$ cat config.mk
export PLATFORM = sky130hd
export DESIGN_NAME = ale_ctrl
export DESIGN_NICKNAME = d
export VERILOG_FILES = /design/src/rtl/ale_pkg.sv /design/src/rtl/ale_ctrl.sv
export SDC_FILE = /design/constraint.sdc
export NUM_CORES = 1
export LEC_CHECK = 0
export BUFFER_PORTS_ARGS = -buffer_cell sky130_fd_sc_hd__clkbuf_2
export CORE_ASPECT_RATIO = 0.7
export CORE_UTILIZATION = 37
export DETAILED_ROUTE_END_ITERATION = 12
export GPL_TIMING_DRIVEN = 1
export SLEW_MARGIN = 10
export SYNTH_ARGS = -nofsm -noshare
export SYNTH_HDL_FRONTEND = slang
export SYNTH_SLANG_ARGS = --single-unit
export TNS_END_PERCENT = 1
$ cat constraint.sdc
create_clock -name clk -period 1.8 [get_ports clk]
set_input_delay 0.18 -clock clk [delete_from_list [all_inputs] [get_ports clk]]
set_output_delay 0.18 -clock clk [all_outputs]
set_load 0.01 [all_outputs]
$ cat src/rtl/ale_pkg.sv
`timescale 1ns / 1ps

package ale_pkg;

  localparam int DEPTH_DEF      = 128;
  localparam int WORD_WIDTH_DEF = 32;

  // fixed field widths of the request and result beats
  localparam int FUNC_W = 3;
  localparam int POS_W  = 7;
  localparam int VAL_W  = 32;
  localparam int ST_W   = 2;
  localparam int IDX_W  = 7;
  localparam int LEN_W  = 8;

  typedef enum logic [FUNC_W-1:0] {
    F_APPEND  = 3'd0,
    F_INSERT  = 3'd1,
    F_DELETE  = 3'd2,
    F_READ    = 3'd3,
    F_FIND    = 3'd4,
    F_REVERSE = 3'd5
  } func_t;

  typedef enum logic [ST_W-1:0] {
    ST_DONE     = 2'd0,
    ST_BADPOS   = 2'd1,
    ST_FULL     = 2'd2,
    ST_NOTFOUND = 2'd3
  } status_t;

  // datapath micro-operations, one per cycle
  typedef enum logic [3:0] {
    OP_NONE,
    OP_LOAD,
    OP_APPEND,
    OP_INS_START,
    OP_INS_MOVE,
    OP_INS_PLACE,
    OP_DEL_START,
    OP_DEL_MOVE,
    OP_READ,
    OP_SCAN_START,
    OP_SCAN_NEXT,
    OP_REV_START,
    OP_REV_WA,
    OP_REV_WB
  } dp_op_t;

  typedef struct packed {
    dp_op_t  op;
    logic    cnt_inc;
    logic    cnt_dec;
    logic    finish;
    status_t status;
    logic    take_read;
    logic    take_index;
  } dp_cmd_t;

  typedef struct packed {
    func_t func;
    logic  full;
    logic  pos_gt_cnt;
    logic  pos_ge_cnt;
    logic  del_shift;
    logic  cnt_zero;
    logic  cnt_gt1;
    logic  ins_more;
    logic  del_more;
    logic  scan_match;
    logic  scan_more;
    logic  rev_more;
  } dp_flags_t;

endpackage

$ cat src/rtl/ale_ctrl.sv
`timescale 1ns / 1ps

module ale_ctrl (
  input  logic               clk,
  input  logic               rst,
  input  logic               start,
  input  ale_pkg::dp_flags_t flags,
  output logic               busy,
  output ale_pkg::dp_cmd_t   cmd
);
  import ale_pkg::*;

  typedef enum logic [8:0] {
    S_IDLE       = 9'b000000001,
    S_DECODE     = 9'b000000010,
    S_SHIFT_UP   = 9'b000000100,
    S_PLACE      = 9'b000001000,
    S_SHIFT_DOWN = 9'b000010000,
    S_READ_WAIT  = 9'b000100000,
    S_SCAN       = 9'b001000000,
    S_REV_A      = 9'b010000000,
    S_REV_B      = 9'b100000000
  } state_t;

  state_t state;
  state_t state_next;

  assign busy = state != S_IDLE;

  always_comb begin
    cmd        = '0;
    cmd.op     = OP_NONE;
    cmd.status = ST_DONE;
    state_next = state;
    case (state)
      S_IDLE: begin
        if (start) begin
          cmd.op     = OP_LOAD;
          state_next = S_DECODE;
        end
      end
      S_DECODE: begin
        state_next = S_IDLE;
        cmd.finish = 1'b1;
        case (flags.func)
          F_APPEND: begin
            if (flags.full) begin
              cmd.status = ST_FULL;
            end else begin
              cmd.op      = OP_APPEND;
              cmd.cnt_inc = 1'b1;
            end
          end
          // position test before the full test
          F_INSERT: begin
            if (flags.pos_gt_cnt) begin
              cmd.status = ST_BADPOS;
            end else if (flags.full) begin
              cmd.status = ST_FULL;
            end else if (flags.pos_ge_cnt) begin
              cmd.op      = OP_INS_PLACE;
              cmd.cnt_inc = 1'b1;
            end else begin
              cmd.op     = OP_INS_START;
              cmd.finish = 1'b0;
              state_next = S_SHIFT_UP;
            end
          end
          F_DELETE: begin
            if (flags.pos_ge_cnt) begin
              cmd.status = ST_BADPOS;
            end else if (flags.del_shift) begin
              cmd.op     = OP_DEL_START;
              cmd.finish = 1'b0;
              state_next = S_SHIFT_DOWN;
            end else begin
              cmd.cnt_dec = 1'b1;
            end
          end
          F_READ: begin
            if (flags.pos_ge_cnt) begin
              cmd.status = ST_BADPOS;
            end else begin
              cmd.op     = OP_READ;
              cmd.finish = 1'b0;
              state_next = S_READ_WAIT;
            end
          end
          F_FIND: begin
            if (flags.cnt_zero) begin
              cmd.status = ST_NOTFOUND;
            end else begin
              cmd.op     = OP_SCAN_START;
              cmd.finish = 1'b0;
              state_next = S_SCAN;
            end
          end
          F_REVERSE: begin
            if (flags.cnt_gt1) begin
              cmd.op     = OP_REV_START;
              cmd.finish = 1'b0;
              state_next = S_REV_A;
            end
          end
          default: begin
          end
        endcase
      end
      S_SHIFT_UP: begin
        cmd.op = OP_INS_MOVE;
        if (!flags.ins_more) begin
          state_next = S_PLACE;
        end
      end
      S_PLACE: begin
        cmd.op      = OP_INS_PLACE;
        cmd.cnt_inc = 1'b1;
        cmd.finish  = 1'b1;
        state_next  = S_IDLE;
      end
      S_SHIFT_DOWN: begin
        cmd.op = OP_DEL_MOVE;
        if (!flags.del_more) begin
          cmd.cnt_dec = 1'b1;
          cmd.finish  = 1'b1;
          state_next  = S_IDLE;
        end
      end
      S_READ_WAIT: begin
        cmd.take_read = 1'b1;
        cmd.finish    = 1'b1;
        state_next    = S_IDLE;
      end
      S_SCAN: begin
        if (flags.scan_match) begin
          cmd.take_index = 1'b1;
          cmd.finish     = 1'b1;
          state_next     = S_IDLE;
        end else if (flags.scan_more) begin
          cmd.op = OP_SCAN_NEXT;
        end else begin
          cmd.status = ST_NOTFOUND;
          cmd.finish = 1'b1;
          state_next = S_IDLE;
        end
      end
      S_REV_A: begin
        cmd.op     = OP_REV_WA;
        state_next = S_REV_B;
      end
      S_REV_B: begin
        cmd.op = OP_REV_WB;
        if (flags.rev_more) begin
          state_next = S_REV_A;
        end else begin
          cmd.finish = 1'b1;
          state_next = S_IDLE;
        end
      end
      default: begin
        state_next = S_IDLE;
      end
    endcase
  end

  always_ff @(posedge clk) begin
    if (rst) begin
      state <= S_IDLE;
    end else begin
      state <= state_next;
    end
  end

  a_accept_decode: assert property (@(posedge clk) disable iff (rst)
    (state == S_IDLE && start) |=> state == S_DECODE)
    else $error("accepted beat not decoded");

  a_finish_idle: assert property (@(posedge clk) disable iff (rst)
    cmd.finish |=> state == S_IDLE)
    else $error("controller busy after finishing");

  a_swap_pairs: assert property (@(posedge clk) disable iff (rst)
    state == S_REV_A |=> state == S_REV_B)
    else $error("swap left half done");

endmodule

; Yosys cells after proc, flatten, opt, wreduce, memory -nomap -nowiden
; Cells that the tools add are included.
[totals]
ff_bits = 9
inputBits = 17
[op_classes]
n_reduce_logical = 4
eq_ne = 19
mux = 57
[ops]
columns = op, n
row1 = 9-bit case mux with 7 select lines, 1
row2 = 9-bit two-way mux, 5
row3 = 9-bit case mux with 5 select lines, 1
row4 = 4-bit case mux with 8 select lines, 1
row5 = 3-bit two-way mux, 8
row6 = 4-bit case mux with 6 select lines, 1
row7 = 4-bit two-way mux, 5
row8 = 5-bit two-way mux, 4
row9 = 8-bit two-way mux, 2
row10 = 1-bit two-way mux, 14
row11 = 2-bit two-way mux, 6
row12 = 1-bit case mux with 5 select lines, 2
row13 = 9-bit by 1-bit equality test with 1-bit output (second input constant), 1
row14 = 9-bit by 2-bit equality test with 1-bit output (second input constant), 1
row15 = 9-bit by 3-bit equality test with 1-bit output (second input constant), 1
row16 = 9-bit by 4-bit equality test with 1-bit output (second input constant), 1
row17 = 9-bit by 5-bit equality test with 1-bit output (second input constant), 1
row18 = 9-bit by 6-bit equality test with 1-bit output (second input constant), 1
row19 = 9-bit by 7-bit equality test with 1-bit output (second input constant), 1
row20 = 9-bit by 8-bit equality test with 1-bit output (second input constant), 1
row21 = 9-bit equality test (second input constant), 1
row22 = 9-bit by 1-bit inequality test with 1-bit output (second input constant), 1
row23 = 2-bit case mux with 4 select lines, 1
row24 = 7-bit two-way mux, 1
row25 = other kinds (11), 18

; Depth between registers and ports, before layout
[logic_depth]
word_depth = 5
mapped_depth = 6
ltp_nobuf = 5

; Least setup slack after synthesis
; OpenSTA, ideal clock, no wires.
[synth_path]
path_type = register to register
from = register state[1]
to = register state[0]
arrival_time_ns = 1.850
n_path_buf = 1
setup_time_ns = 0.123
t_required_ns = 1.677
period_less_slack_ns = 1.973
path_slack_ns = -0.173
path_stages_with_launch = 7
path_cell_list = dfxtp_1 > buf_6 > or4_4 > or4_4 > and3_1 > a221oi_2 > o21ai_1
[synth_between]
elab_chain_len = 3
word_cells_on_any_way = 13
cone_classes = eq/ne: 11 / mux: 1 / reduce/logical: 1
[synth_lines]
columns = item, line_no
row1 = from (decl), ale_ctrl.sv:25  ; state_t state;
row2 = from (signal assigned), ale_ctrl.sv:170  ; state <= state_next;
row3 = 9-bit by 7-bit equality test with 1-bit output (tied with other cells), ale_ctrl.sv:35  ; case (state)
row4 = 3-bit inequality test (no source line) / 2-bit inequality test (equally long branches), n/a
row5 = 4-bit AND reduction (no source line), n/a
; Several ways; a longest one is shown, not always the timed one.
; A chain may end at the register's enable or synchronous reset.

==> out/qor.csv <==
metric;value;unit
clock_skew;0.000374;ns
synth_top_area_share;0.212;
synth_cell_types;39;
relSlewSlack;0.736;
final_common_cell;buf_4;
reg_top3;state x9;
netlist_instances;120;
path_cells;or4_4 -> or4_4 -> and3_4 -> o21ai_2 -> buf_2;
grt_max_degree;10;
whs;0.146;ns
largest_reg_flops;9;
synth_edf_count;0;
cts-buffers-inserted;3;
finalNonFillerCells;206;
dr.pass1.iters;4;
p_total;0.000787;W
drtAntennaViolNets;0;
critical_path_class;reg -> out;
yosysTopAreaCell;dfxtp_1;
grt_overflow_total;0;
pin_count;29;
required;1.62;ns
cts_root_buffer;clkbuf_4;
hold_viol;0;
viasPerCell;5.76;
cpMaxStageDelayCell;or4_4;
die-height;42.1;um
final_cell_mix;buf_4, clkbuf_2, nor2_1, nand2_1, a21oi_1;
synth_seq_area_share;0.212;
n_fill_cell;214;
drc;0;
maxCapViolations;0;
status;finished, violations left;
power_density;590;mW/mm^2
yosys-top-cells-area;dfxtp_1, nor2_1, a21oi_1;
n_antenna_cell;0;
violations;negative setup slack;
regMostFlops;state;
fmax;0.469;GHz
dp_hpwl;2.47;mm
clkSlewWorstSetupHoldPaths;0.06;ns
layout-drive-gt1-share;0.483;
grt_first_pass_wirelength;4.99;mm
arrival;1.95;ns
place_ws;-0.116;ns
fin_ws;-0.330;ns
h-tree-depth;1;
synth_nets;137;
dp.cells;200;
routed_wl;3.18;mm
grt_usage;0.271;
clock_path_buffers;2;
area_growth;57.0;%
cpMostUsedCell;or4_4;
slew_viol_final;0;
rsz0062_at_grt;yes;
die_w;59.3;um
clock_latency;0.26;ns
post_drt_wl_per_cell;15.4;um
port_buffers;28;
finalCriticalPeriod;2.13;ns
syn_avg_cell_area;7.08;um^2
end_kind;output pin;
ys.flop_type;dfxtp_1;
yosysWarningCount;0;
vias;1187;
numClockSinks;9;
cpPeakStageDelay;0.55;ns
nNetsFinal;192;
tightestPinTransition;0.393;ns
coreArea;0.00215;mm^2
leakage;0.609;nW
grt_pass1_vias;1030;
critPathBufInv;1;
fin_setup_tns;-2.13;ns
finalSetupViolCount;11;
fin_crit_sh;1.18;
gp_congestion;0.933;
dieArea;0.00249;mm^2
antenna_found_initial;0;
rows;14;
cts_tree;built;
drtIter0Drc;82;
hp-class;in -> reg;
ys_seq_elements;9;
max-vdd-ir-drop;0.513;mV
synthesis.area;850;um^2
async_flop_share;0;
crit_family;simple AND/OR/NAND/NOR gates;
cp_max_fo;3;
start_util;0.394;
cp-start-kind;flip-flop;
-- worst paths after layout --
path                                from        to  slack (ns)  cells after the start
worst max-delay path            state[0]    cmd[9]       -0.33                      5
worst min-delay path                 rst  state[4]        0.15                      2
worst max register to register  state[0]  state[0]       -0.23                      6
worst min register to register  state[4]  state[4]        0.73                      3
-- final cells by class --
type	count	area, um^2	area share
timing repair buffer	56	354	0.265
multi-input combinational	99	703	0.527
tap	32	40.0	0.0300
inverter	6	22.5	0.0169
clock buffer	3	22.5	0.0169
sequential	9	186	0.140
clock inverter	1	5.00	0.00375
-- metrics by stage --
stage,utilization,cell area (um^2)
2_1_floorplan,-,870
3_3_place_gp,0.564,1210
3_5_place_dp,0.564,1210
4_1_cts,0.591,1270
5_1_grt,0.619,1330
6_report,0.619,1330
-- power by group --
part,switching (W),internal [W],leakage (nW)
combinational,0.000206,0.000199,0.517
sequential,0.00000762,0.000216,0.0746
clock,0.0000767,0.0000822,0.0177
-- synthesized netlist by cell type, types with 2 or more instances --
master,instances
and4b_1,3
nor4b_1,2
o211ai_1,3
or4_4,2
nor2b_1,2
nand4b_1,3
o21ai_0,5
nand4_1,3
clkbuf_1,5
dfxtp_1,9
inv_1,6
nand2b_1,2
or4bb_1,2
nor4_1,3
or3_1,3
xor2_1,2
o2111ai_1,2
nand3_1,4
nand2_1,8
a21oi_1,8
nor3_1,8
a31oi_1,2
nor2_1,17
-- cell families after synthesis --
family                 share of synthesized area
buffers and inverters                     0.0619
AND/OR/NAND/NOR                            0.474
XOR/XNOR                                  0.0206
flip-flops                                 0.212
AO/OA/AOI/OAI                              0.231
-- what timing repair did --
| action | CTS | global route |
|---|---|---|
| hold buffers | 0 | 0 |
| endpoints found under the hold margin | 0 | 0 |
| gates cloned | 0 | 0 |
| resized for setup | 6 | 18 |
| setup buffers | 1 | 1 |
| pin swaps | 8 | 5 |
| setup endpoints to repair | 11 | 15 |
-- routing by layer --
layer | wire, um | up-vias | track usage
li1 | - | 571 | -
met1 | 1550 | 560 | 0.429
met2 | 1340 | 56 | 0.382
met3 | 293 | 0 | 0.0617
met5 | 0 | - | 0
met4 | 0 | 0 | 0.0143
Power figures use the tool's default switching activity.
